File: config.mk
export PLATFORM = sky130hd
export DESIGN_NAME = message_ring_queue
export DESIGN_NICKNAME = d
export VERILOG_FILES = /design/src/mrq_pkg.sv /design/src/mrq_ctrl.sv /design/src/mrq_dpath.sv /design/src/message_ring_queue.sv
export SDC_FILE = /design/constraint.sdc
export NUM_CORES = 2
export LEC_CHECK = 0
export BUFFER_PORTS_ARGS = -buffer_cell sky130_fd_sc_hd__buf_2
export CAP_MARGIN = 20
export CORE_ASPECT_RATIO = 1.75
export CORE_MARGIN = 3
export CORE_UTILIZATION = 45
export CTS_CLUSTER_DIAMETER = 60
export CTS_CLUSTER_SIZE = 28
export DETAILED_ROUTE_END_ITERATION = 8
export MAX_ROUTING_LAYER = met4
export SLEW_MARGIN = 10
export SYNTH_ARGS = -nofsm -noshare
export SYNTH_HDL_FRONTEND = slang
export SYNTH_HIERARCHICAL = 1
export SYNTH_SLANG_ARGS = --single-unit
File: constraint.sdc
create_clock -name i_clk -period 4.6 [get_ports i_clk]
set_input_delay 0.46 -clock i_clk [delete_from_list [all_inputs] [get_ports i_clk]]
set_output_delay 0.46 -clock i_clk [all_outputs]
set_load 0.02 [all_outputs]
File: src/mrq_pkg.sv
package mrq_pkg;

    // Result status codes
    localparam logic [2:0] ST_OK        = 3'd0;
    localparam logic [2:0] ST_FULL      = 3'd1;
    localparam logic [2:0] ST_EMPTY     = 3'd2;
    localparam logic [2:0] ST_TOO_SMALL = 3'd3;
    localparam logic [2:0] ST_TOO_LONG  = 3'd4;

    // Request and reply kinds
    localparam logic KIND_PUSH = 1'b0;
    localparam logic KIND_POP  = 1'b1;

    // Controller to datapath
    typedef struct packed {
        logic push;       // accept one pushed byte
        logic pop_empty;  // accept a pop on an empty queue, emit empty reply
        logic pop_check;  // accept a pop, read head length, hold capacity
        logic too_small;  // emit too_small reply
        logic pop_start;  // advance head, set up byte stream
        logic rd_issue;   // read next byte of the popped slot
    } t_cmd;

    // Datapath to controller
    typedef struct packed {
        logic empty;       // head equals tail
        logic len_gt_cap;  // stored length exceeds held capacity
        logic rd_pending;  // read data waits for the output register
        logic out_free;    // output register can load this cycle
        logic issue_last;  // next byte read is the final one
    } t_stat;

endpackage

File: src/mrq_ctrl.sv
module mrq_ctrl (
    input  logic          i_clk,
    input  logic          i_rst_n,
    input  logic          i_s_tvalid,
    input  logic          i_kind,
    input  mrq_pkg::t_stat i_stat,
    output logic          o_s_tready,
    output mrq_pkg::t_cmd o_cmd
);

    localparam logic [1:0] S_IDLE   = 2'd0;
    localparam logic [1:0] S_LEN    = 2'd1;
    localparam logic [1:0] S_STREAM = 2'd2;

    logic [1:0] r_state;
    logic [1:0] n_state;
    logic       accept;

    assign o_s_tready = (r_state == S_IDLE) && i_stat.out_free && !i_stat.rd_pending;
    assign accept     = i_s_tvalid && o_s_tready;

    always_comb begin
        n_state = r_state;
        o_cmd   = '0;
        unique case (r_state)
            S_IDLE: begin
                if (accept) begin
                    if (i_kind == mrq_pkg::KIND_PUSH) begin
                        o_cmd.push = 1'b1;
                    end else if (i_stat.empty) begin
                        o_cmd.pop_empty = 1'b1;
                    end else begin
                        o_cmd.pop_check = 1'b1;
                        n_state         = S_LEN;
                    end
                end
            end
            S_LEN: begin
                if (i_stat.len_gt_cap) begin
                    // hold until the reply can be loaded
                    if (i_stat.out_free) begin
                        o_cmd.too_small = 1'b1;
                        n_state         = S_IDLE;
                    end
                end else begin
                    o_cmd.pop_start = 1'b1;
                    n_state         = S_STREAM;
                end
            end
            S_STREAM: begin
                if (!i_stat.rd_pending || i_stat.out_free) begin
                    o_cmd.rd_issue = 1'b1;
                    if (i_stat.issue_last) begin
                        n_state = S_IDLE;
                    end
                end
            end
            default: begin
                n_state = S_IDLE;
            end
        endcase
    end

    always_ff @(posedge i_clk) begin
        if (!i_rst_n) begin
            r_state <= S_IDLE;
        end else begin
            r_state <= n_state;
        end
    end

endmodule

File: src/mrq_dpath.sv
module mrq_dpath #(
    parameter int SLOTS      = 8,
    parameter int SLOT_BYTES = 32
) (
    input  logic           i_clk,
    input  logic           i_rst_n,
    input  mrq_pkg::t_cmd  i_cmd,
    output mrq_pkg::t_stat o_stat,
    input  logic [7:0]     i_data_byte,
    input  logic           i_last_byte,
    input  logic [7:0]     i_capacity,
    input  logic           i_m_tready,
    output logic           o_m_tvalid,
    output logic [23:0]    o_m_tdata,  // status[2:0], out_byte[10:3], message_length[16:11],
                                       // not_empty[17], zero[23:18]
    output logic           o_m_tuser,  // reply_kind
    output logic           o_m_tlast   // last_out
);

    localparam int SW = $clog2(SLOTS);
    localparam int CW = $clog2(SLOT_BYTES + 1);
    localparam int AW = $clog2(SLOTS * SLOT_BYTES);

    function automatic logic [SW-1:0] next_slot(input logic [SW-1:0] p);
        logic [SW-1:0] q;
        q = (p == SW'(SLOTS - 1)) ? '0 : p + SW'(1);
        return q;
    endfunction

    logic [7:0]    byte_mem [SLOTS*SLOT_BYTES];
    logic [CW-1:0] len_mem  [SLOTS];

    logic [SW-1:0] r_head, n_head;
    logic [SW-1:0] r_tail, n_tail;
    logic [CW-1:0] r_count;
    logic          r_drop;
    logic [CW-1:0] r_len;
    logic [7:0]    r_cap;
    logic [SW-1:0] r_pop_slot;
    logic [CW-1:0] r_i;
    logic [CW-1:0] r_n;
    logic [7:0]    r_rd_byte;
    logic          r_rd_zero;
    logic          r_rd_last;
    logic          r_rd_v;

    logic          r_o_valid;
    logic [2:0]    r_o_status;
    logic [7:0]    r_o_byte;
    logic [5:0]    r_o_len;
    logic          r_o_ne;
    logic          r_o_kind;
    logic          r_o_last;

    logic          out_free;
    logic          store;
    logic          drop_now;
    logic          full;
    logic          push_ack;
    logic          commit;
    logic          load_rd;
    logic          load_out;
    logic [2:0]    push_status;
    logic [AW-1:0] waddr;
    logic [AW-1:0] raddr;
    logic [CW-1:0] n_bytes;
    logic [CW+5:0] len_ext;

    assign out_free = !r_o_valid || i_m_tready;
    assign store    = i_cmd.push && (r_count < CW'(SLOT_BYTES));
    assign drop_now = r_drop || (i_cmd.push && !store);
    assign full     = (next_slot(r_tail) == r_head);
    assign push_ack = i_cmd.push && i_last_byte;
    assign commit   = push_ack && !drop_now && !full;
    assign load_rd  = r_rd_v && out_free;
    assign load_out = push_ack || i_cmd.pop_empty || i_cmd.too_small || load_rd;

    assign push_status = drop_now ? mrq_pkg::ST_TOO_LONG :
                         full     ? mrq_pkg::ST_FULL     : mrq_pkg::ST_OK;

    assign waddr   = AW'(r_tail) * AW'(SLOT_BYTES) + AW'(r_count);
    assign raddr   = AW'(r_pop_slot) * AW'(SLOT_BYTES) + AW'(r_i);
    assign n_bytes = ({1'b0, r_cap} < 9'(SLOT_BYTES)) ? r_cap[CW-1:0] : CW'(SLOT_BYTES);
    assign len_ext = {6'd0, r_len};

    assign n_head = i_cmd.pop_start ? next_slot(r_head) : r_head;
    assign n_tail = commit ? next_slot(r_tail) : r_tail;

    assign o_stat.empty      = (r_head == r_tail);
    assign o_stat.len_gt_cap = ({{(8-CW){1'b0}}, r_len} > r_cap);
    assign o_stat.rd_pending = r_rd_v;
    assign o_stat.out_free   = out_free;
    assign o_stat.issue_last = ((r_i + CW'(1)) == r_n);

    // storage
    always_ff @(posedge i_clk) begin
        if (store) begin
            byte_mem[waddr] <= i_data_byte;
        end
        if (commit) begin
            len_mem[r_tail] <= r_count + CW'(1);
        end
        if (i_cmd.pop_check) begin
            r_len <= len_mem[r_head];
            r_cap <= i_capacity;
        end
        if (i_cmd.rd_issue) begin
            r_rd_byte <= byte_mem[raddr];
            r_rd_zero <= (r_i >= r_len);
            r_rd_last <= ((r_i + CW'(1)) == r_n);
        end
        if (i_cmd.pop_start) begin
            r_pop_slot <= r_head;
            r_n        <= n_bytes;
        end
    end

    // control state
    always_ff @(posedge i_clk) begin
        if (!i_rst_n) begin
            r_head    <= '0;
            r_tail    <= '0;
            r_count   <= '0;
            r_drop    <= 1'b0;
            r_i       <= '0;
            r_rd_v    <= 1'b0;
            r_o_valid <= 1'b0;
        end else begin
            r_head <= n_head;
            r_tail <= n_tail;
            if (push_ack) begin
                r_count <= '0;
                r_drop  <= 1'b0;
            end else begin
                if (store) begin
                    r_count <= r_count + CW'(1);
                end
                if (i_cmd.push && !store) begin
                    r_drop <= 1'b1;
                end
            end
            if (i_cmd.pop_start) begin
                r_i <= '0;
            end else if (i_cmd.rd_issue) begin
                r_i <= r_i + CW'(1);
            end
            if (i_cmd.rd_issue) begin
                r_rd_v <= 1'b1;
            end else if (load_rd) begin
                r_rd_v <= 1'b0;
            end
            if (load_out) begin
                r_o_valid <= 1'b1;
            end else if (i_m_tready) begin
                r_o_valid <= 1'b0;
            end
        end
    end

    // output register payload
    always_ff @(posedge i_clk) begin
        if (load_out) begin
            r_o_ne <= (n_head != n_tail);
            if (push_ack) begin
                r_o_kind   <= mrq_pkg::KIND_PUSH;
                r_o_status <= push_status;
                r_o_byte   <= 8'd0;
                r_o_len    <= 6'd0;
                r_o_last   <= 1'b1;
            end else if (i_cmd.pop_empty || i_cmd.too_small) begin
                r_o_kind   <= mrq_pkg::KIND_POP;
                r_o_status <= i_cmd.pop_empty ? mrq_pkg::ST_EMPTY : mrq_pkg::ST_TOO_SMALL;
                r_o_byte   <= 8'd0;
                r_o_len    <= 6'd0;
                r_o_last   <= 1'b1;
            end else begin
                r_o_kind   <= mrq_pkg::KIND_POP;
                r_o_status <= mrq_pkg::ST_OK;
                r_o_byte   <= r_rd_zero ? 8'd0 : r_rd_byte;
                r_o_len    <= len_ext[5:0];
                r_o_last   <= r_rd_last;
            end
        end
    end

    assign o_m_tvalid = r_o_valid;
    assign o_m_tdata  = {6'd0, r_o_ne, r_o_len, r_o_byte, r_o_status};
    assign o_m_tuser  = r_o_kind;
    assign o_m_tlast  = r_o_last;

    a_no_overwrite: assert property (@(posedge i_clk) disable iff (!i_rst_n)
        load_out |-> (!r_o_valid || i_m_tready))
        else $error("output register loaded while a result is stalled");

    a_read_in_range: assert property (@(posedge i_clk) disable iff (!i_rst_n)
        i_cmd.rd_issue |-> (r_i < r_n))
        else $error("byte read past the popped length");

    a_commit_non_empty: assert property (@(posedge i_clk) disable iff (!i_rst_n)
        commit |=> (r_head != r_tail))
        else $error("committed push left the queue empty");

    a_pop_non_empty: assert property (@(posedge i_clk) disable iff (!i_rst_n)
        (i_cmd.pop_start || i_cmd.pop_check) |-> (r_head != r_tail))
        else $error("pop started on an empty queue");

endmodule

File: src/message_ring_queue.sv
// Message ring queue: SLOTS slots of up to SLOT_BYTES bytes each, one slot always
// kept free, so at most SLOTS-1 messages are queued. A push transaction carries one
// message byte (tuser 0); the final byte (tlast) produces the single acknowledgement:
// ok, full, or too_long. A pop transaction (tuser 1) with a capacity produces one
// empty reply, one too_small reply, or min(capacity, SLOT_BYTES) byte results
// streamed one per cycle while the output is not stalled, padded with zeros past
// the stored length. A successful pop occupies the block, which accepts no new
// transaction until it is done: it is accepted, the slot length memory is read into
// a register, then the byte memory is read once per result byte, each read
// registered before the output stage. Every result reports whether a message is
// still queued. No clearing pass runs after reset; only written slots are ever read.
module message_ring_queue #(
    parameter int SLOTS      = 8,
    parameter int SLOT_BYTES = 32
) (
    input  logic        i_clk,
    input  logic        i_rst_n,
    input  logic        i_s_tvalid,
    output logic        o_s_tready,
    input  logic [15:0] i_s_tdata,   // data_byte[7:0], capacity[15:8]
    input  logic        i_s_tuser,   // kind
    input  logic        i_s_tlast,   // last_byte
    output logic        o_m_tvalid,
    input  logic        i_m_tready,
    output logic [23:0] o_m_tdata,   // status[2:0], out_byte[10:3], message_length[16:11],
                                     // not_empty[17], zero[23:18]
    output logic        o_m_tuser,   // reply_kind
    output logic        o_m_tlast    // last_out
);

    mrq_pkg::t_cmd  cmd;
    mrq_pkg::t_stat stat;

    mrq_ctrl u_ctrl (
        .i_clk      (i_clk),
        .i_rst_n    (i_rst_n),
        .i_s_tvalid (i_s_tvalid),
        .i_kind     (i_s_tuser),
        .i_stat     (stat),
        .o_s_tready (o_s_tready),
        .o_cmd      (cmd)
    );

    mrq_dpath #(
        .SLOTS      (SLOTS),
        .SLOT_BYTES (SLOT_BYTES)
    ) u_dpath (
        .i_clk       (i_clk),
        .i_rst_n     (i_rst_n),
        .i_cmd       (cmd),
        .o_stat      (stat),
        .i_data_byte (i_s_tdata[7:0]),
        .i_last_byte (i_s_tlast),
        .i_capacity  (i_s_tdata[15:8]),
        .i_m_tready  (i_m_tready),
        .o_m_tvalid  (o_m_tvalid),
        .o_m_tdata   (o_m_tdata),
        .o_m_tuser   (o_m_tuser),
        .o_m_tlast   (o_m_tlast)
    );

endmodule
* Word level (Yosys, flattened, before mapping) *
Memory sizes are Yosys's and may differ from the RTL's. A register that Yosys moved wholly into a read port is not among the register bits.
Cells that the tools add are included.

word-level totals
  memories = 2
  output and inout bits = 28
  word-level logic and storage cells = 113
  RAM bits = 2096
  bits of input ports = 22
  register bits after elaboration = 62

memories
  name              depth  width  read ports  clocked after memory_dff  wr ports  RTL line         source
  u_dpath.byte_mem  256    8      1           1                         1         mrq_dpath.sv:30  logic [7:0] byte_mem [SLOTS*SLOT_BYTES];
  u_dpath.len_mem   8      6      1           1                         1         mrq_dpath.sv:31  logic [CW-1:0] len_mem [SLOTS];

cells by class
  add/subtract/negate cells = 6
  $lt $le $gt $ge = 4
  bitwise logic cells = 1
  multiplexer cells = 38
  reduce and logical (&&, ||, !) cells = 29
  eq/ne operators = 14

operators with widths
  kind                                                                   count
  3-bit 2-to-1 mux                                                       9
  1-bit 2-to-1 mux                                                       19
  2-bit 2-to-1 mux                                                       9
  8-bit by 6-bit adder with 8-bit output                                 2
  6-bit by 1-bit adder with 6-bit output (second input constant)         2
  1-bit logical AND                                                      9
  6-bit by 8-bit > comparator with 1-bit output                          1
  8-bit by 6-bit < comparator with 1-bit output (second input constant)  1
  1-bit logical OR                                                       7
  3-bit by 1-bit adder with 3-bit output (second input constant)         2
  3-bit equality test                                                    2
  3-bit equality test (second input constant)                            2
  6-bit equality test                                                    1
  6-bit >= comparator                                                    1
  6-bit < comparator (second input constant)                             1
  2-bit != test (second input constant)                                  3
  2-bit case mux with 3 select lines                                     1
  6-bit AND reduction                                                    1
  2-bit OR reduction                                                     3
  1-bit logical NOT                                                      5
  2-bit by 1-bit != test with 1-bit output (second input constant)       2
  2-bit nonzero test                                                     2
  3-bit by 2-bit != test with 1-bit output (second input constant)       1
  3-bit != test                                                          1
  other kinds (5)                                                        5

* Longest topological paths before layout *
  word-level depth = 16
  mapped depth = 13
  gate-level depth less buffers = 13

* By module *
Netlist, hierarchy kept.

by module, submodules not included
  module     instances  cells an instance  seq. area each (sq um)  area an instance (sq um)
  mrq_dpath  1          4189               64952.3                 84872.6
  mrq_ctrl   1          18                 40.0                    162.7

* Worst setup path before layout *
Ideal clock, no wire load.

  path type = flip-flop to flip-flop
  start = reg u_dpath.r_o_valid (netlist: u_dpath/o_m_tvalid)
  end = mem u_dpath/len_mem[0][0] (netlist bit) (enable)
  path slack = 1.501 ns
  cell stages (with the launch flop) = 11
  setup time = 0.386 ns
  period minus slack after synthesis = 3.099 ns
  arrival time = 2.713 ns
  path through = dfxtp_1 > nor2b_1 > inv_1 > buf_4 > nor4b_4 > nand2_1 > nor2_1 > and2_1 > clkbuf_1 > nand3_1 > nor4_1

RTL lines
  element                   RTL line          source
  start: declaration        mrq_dpath.sv:47   logic r_o_valid;
  start signal: assignment  mrq_dpath.sv:127  r_o_valid <= 1'b0;
  start signal: assignment  mrq_dpath.sv:153  r_o_valid <= 1'b1;
  start signal: assignment  mrq_dpath.sv:155  r_o_valid <= 1'b0;
  end: declaration          mrq_dpath.sv:31

* Worst setup path in the final report *
  start = reg u_dpath.r_pop_slot[0]
  end = reg u_dpath.r_rd_byte[0] (read register of u_dpath.byte_mem) (data pin)

on the way
  longest elaborated chain between the ends = 1

ends and longest elaborated chain
  element                                 RTL line          source
  start: declaration                      mrq_dpath.sv:39   logic [SW-1:0] r_pop_slot;
  start signal: assignment                mrq_dpath.sv:113  r_pop_slot <= r_head;
  8-bit by 6-bit adder with 8-bit output  mrq_dpath.sv:82   assign raddr = AW'(r_pop_slot) * AW'(SLOT_BYTES) + AW'(r_i);
  end: declaration                        mrq_dpath.sv:42   logic [7:0] r_rd_byte;

Every way passes these cells.
A chain may end at the register's enable or synchronous reset.

==> flow_metrics.env <==
export IMPL_clk_latency_ps=770
export IMPL_ff2ff_setup_slack_ps=280
export IMPL_synth_area_leaders="edfxtp_1 (76%), mux4_2 (11%), mux2i_1 (2.2%)"
export IMPL_synthMuxAreaShare_pct=14.12
export IMPL_synth_warning_count=6
export IMPL_cpMostUsedCell="ha_1"
export IMPL_critPathKind="reg2reg"
export IMPL_worst_pin_slew_ps=1177
export IMPL_status="complete, no violations"
export IMPL_cpMaxStageDelayCell="ha_1"
export IMPL_ys_flop_type="edfxtp_1"
export IMPL_groute_layer_met3_usage_pct=2.194
export IMPL_place_gp_congestion=0.8754
export IMPL_finalNonFillerCells=6837
export IMPL_yosysUniqueCellTypes=76
export IMPL_drive_above_1_share_pct=20.23
export IMPL_drv_cap=0
export IMPL_htree_levels=3
export IMPL_synth_top_area_cell="edfxtp_1"
export IMPL_yosysMostFrequentCell="edfxtp_1"
export IMPL_hp_class="in2reg"
export IMPL_root_buffer="clkbuf_16"
export IMPL_first_global_vias=42780
export IMPL_critPathMaxStageDelay_ps=880
export IMPL_cts_tree="yes"
export IMPL_leakage_nw=27.32
export IMPL_synth_top_family_by_area="multiplexers"
export IMPL_nets=4391
export IMPL_ys_ff_latch=2172
export IMPL_vias=41750
export IMPL_synth_compound_area_share_pct=3.446
export IMPL_critPathCaptureType="register"
export IMPL_peakVddDrop_mv=0.4134
export IMPL_dpl_cell_count=6673
export IMPL_synthDominantCellAreaShare_pct=75.89
export IMPL_finalSetupViolations=0
export IMPL_yosys_area_share_simple_pct=3.437
export IMPL_ctsLongestPathBuffers=3
export IMPL_rsz0062_at_grt="false"
export IMPL_finalCoreUtilization_pct=49.19
export IMPL_hpwl_um=146800
export IMPL_yosysSeqAreaShare_pct=76.43
export IMPL_antenna_found_initial=4
export IMPL_hold_viol_final=0
export IMPL_fin_crit_sh_pct=93.85
export IMPL_gr_usage_met2_pct=42.78
export IMPL_core_area_sq_um=187300
export IMPL_async_flop_share_pct=0
export IMPL_synth_xor_xnor_area_share_pct=0.2884
export IMPL_die_y_um=581.1
export IMPL_grt_pass1_wl_um=319600
export IMPL_fillerInstances=15130
export IMPL_crit_fanout=10
export IMPL_drtAntennaViolNets=0
export IMPL_hold_ws_ps=69.30
export IMPL_wirelength_um=223800
export IMPL_cts_clk_slew_worst_paths_ps=100
export IMPL_met1_usage_pct=26.85
export IMPL_route_detailed_drc=0
export IMPL_critPathLaunchType="register"
export IMPL_slew_headroom_pct=20.96
export IMPL_portBuffers=43
export IMPL_clkSinkCount=2172
export IMPL_fmax_mhz=231.6
export IMPL_arrival_ps=4820
export IMPL_start_util_pct=45.39
export IMPL_drv_slew=0
export IMPL_die_w_um=334.6
export IMPL_die_area_sq_um=194400
export IMPL_cts_buffers=98
export IMPL_drt_vias_per_instance=6.107
export IMPL_drt_pass1_iterations=6
export IMPL_crit_chain="ha_1 -> ha_1 -> nand2b_1 -> nor2_1 -> a221oi_1 -> nor4b_1 -> buf_4 -> a31oi_1 -> nor4b_2"
export IMPL_overflow=0
export IMPL_rows=210
export IMPL_synth_adder_area_share_pct=0.3678
export IMPL_syn_area_per_cell_sq_um=20.21
export IMPL_powerDensity_nw_per_um2=358.0
export IMPL_cts_resized=0
export IMPL_first_iter_violations=4235
export IMPL_critPathRequiredTime_ps=5100
export IMPL_synth_area_sq_um=85040
export IMPL_area_growth_pct=8.378
export IMPL_fin_crit_ps=4317
export IMPL_routedWlPerCell_um=32.73
export IMPL_synth_top_cells_by_count="edfxtp_1 (2149), mux4_2 (430), nor2_1 (337), mux2i_1 (184), nand2_1 (125)"
export IMPL_grt_usage_pct=23.73
export IMPL_grt_max_degree=131
export IMPL_synth_edf_count=2149
export IMPL_synth_cells=4207
export IMPL_skew_ps=58.29
export IMPL_pin_count=50
export IMPL_grt_busiest_layer="met2"
worst max-delay path, delay by kind of cell, from the launching register on:
family          cells  cell delay, ps
fa+ha+maj           2            1090
simple gates        4            1830
compound gates      2             530
flops               1             380
buf+inv             1             210
metal layers:
layer | part of all wire [%] | vias to the layer above | routed length [um]
met5 | 0 | - | 0
met4 | 5.3 | 0 | 11870
met3 | 4.8 | 385 | 10650
met2 | 55 | 1422 | 123000
met1 | 35 | 22500 | 78280
li1 | - | 17450 | -
repair_timing:
item                       in CTS  in global routing
setup endpoints to repair       0                  0
setup buffers                   0                  0
hold endpoints to repair        9                  0
hold buffers                    9                  0
final timing paths:
check                                                     start                         endpoint  cells after the start
worst max-delay path            u_dpath/r_pop_slot[0]$_DFFE_PP_   u_dpath/r_rd_byte[0]$_DFFE_PP_                      9
worst min-delay path                                    i_rst_n  u_dpath/o_m_tvalid$_SDFFE_PN0P_                      2
worst max register to register  u_dpath/r_pop_slot[0]$_DFFE_PP_   u_dpath/r_rd_byte[0]$_DFFE_PP_                      9
worst min register to register      u_dpath/r_drop$_SDFFE_PP0P_      u_dpath/r_drop$_SDFFE_PP0P_                      2
through the flow:
stage / TNS, ps / setup slack (ps) / power (mW) / area (sq um)
after floorplan: 0 / 1501 / 22.45 / 85050
after global placement: -49.99 / -49.99 / 22.90 / 88960
after detailed placement: 0 / 267.1 / 22.92 / 88990
after CTS: 0 / 249.0 / 33.24 / 92150
after global routing: 0 / 199.7 / 33.91 / 92150
final: 0 / 282.9 / 33.00 / 92160
final cells by class:
type / instances / area [sq um] / share of cell area [%]
antenna: 4 / 10.01 / 0.01086
sequential: 2172 / 65010 / 70.54
clock buffer: 103 / 2471 / 2.681
timing repair buffer: 278 / 2436 / 2.643
clock inverter: 48 / 600.6 / 0.6517
multi-input combinational: 1770 / 18490 / 20.06
tap: 2438 / 3050 / 3.310
inverter: 24 / 91.34 / 0.09911
report_power, final:
group | total, mW | internal [mW] | switching (mW)
combinational | 0.715 | 0.175 | 0.540
sequential | 21.7 | 21.7 | 0.0170
clock | 10.5 | 4.27 | 6.26
total | 33.0 | 26.2 | 6.82
logic make-up (layout without fill, tap and decap cells):
logic type	count (synthesis)	count (layout)
simple gates	649	649
fa+ha+maj	25	25
mux	641	641
other cells	1	10
flops	2172	2172
xor+xnor	28	28
buf+inv	270	453
compound gates	421	421
flip-flops by register name (all words and copies together), names as in the netlist, 8 cells and up:
register           cells
u_dpath/byte_mem    2048
u_dpath/len_mem       48
u_dpath/r_cap          8
u_dpath/r_o_byte       8
u_dpath/r_rd_byte      8
placed cells by master, fill, tap and decap left out, types with 9 or more instances in the layout:
cell	count
o221ai_1	15
nand2_1	125
a2111oi_0	10
clkbuf_16	98
o21ai_0	47
dfxtp_1	18
buf_12	28
inv_1	22
dlygate4sd3_1	9
nand2b_1	19
nor3_1	34
nand3_1	36
nor4_1	12
inv_8	9
nor2b_1	17
mux2i_1	184
buf_4	196
buf_2	35
xnor2_1	18
xor2_1	10
a31oi_1	17
edfxtp_1	2149
ha_1	25
mux4_1	12
a21oi_1	62
mux2_2	15
nor2_1	335
a221oi_1	31
mux4_2	430
and2_1	20
a211oi_1	19
a22oi_1	99
o22ai_1	51
Note: power is estimated with default switching activity, not from simulation.
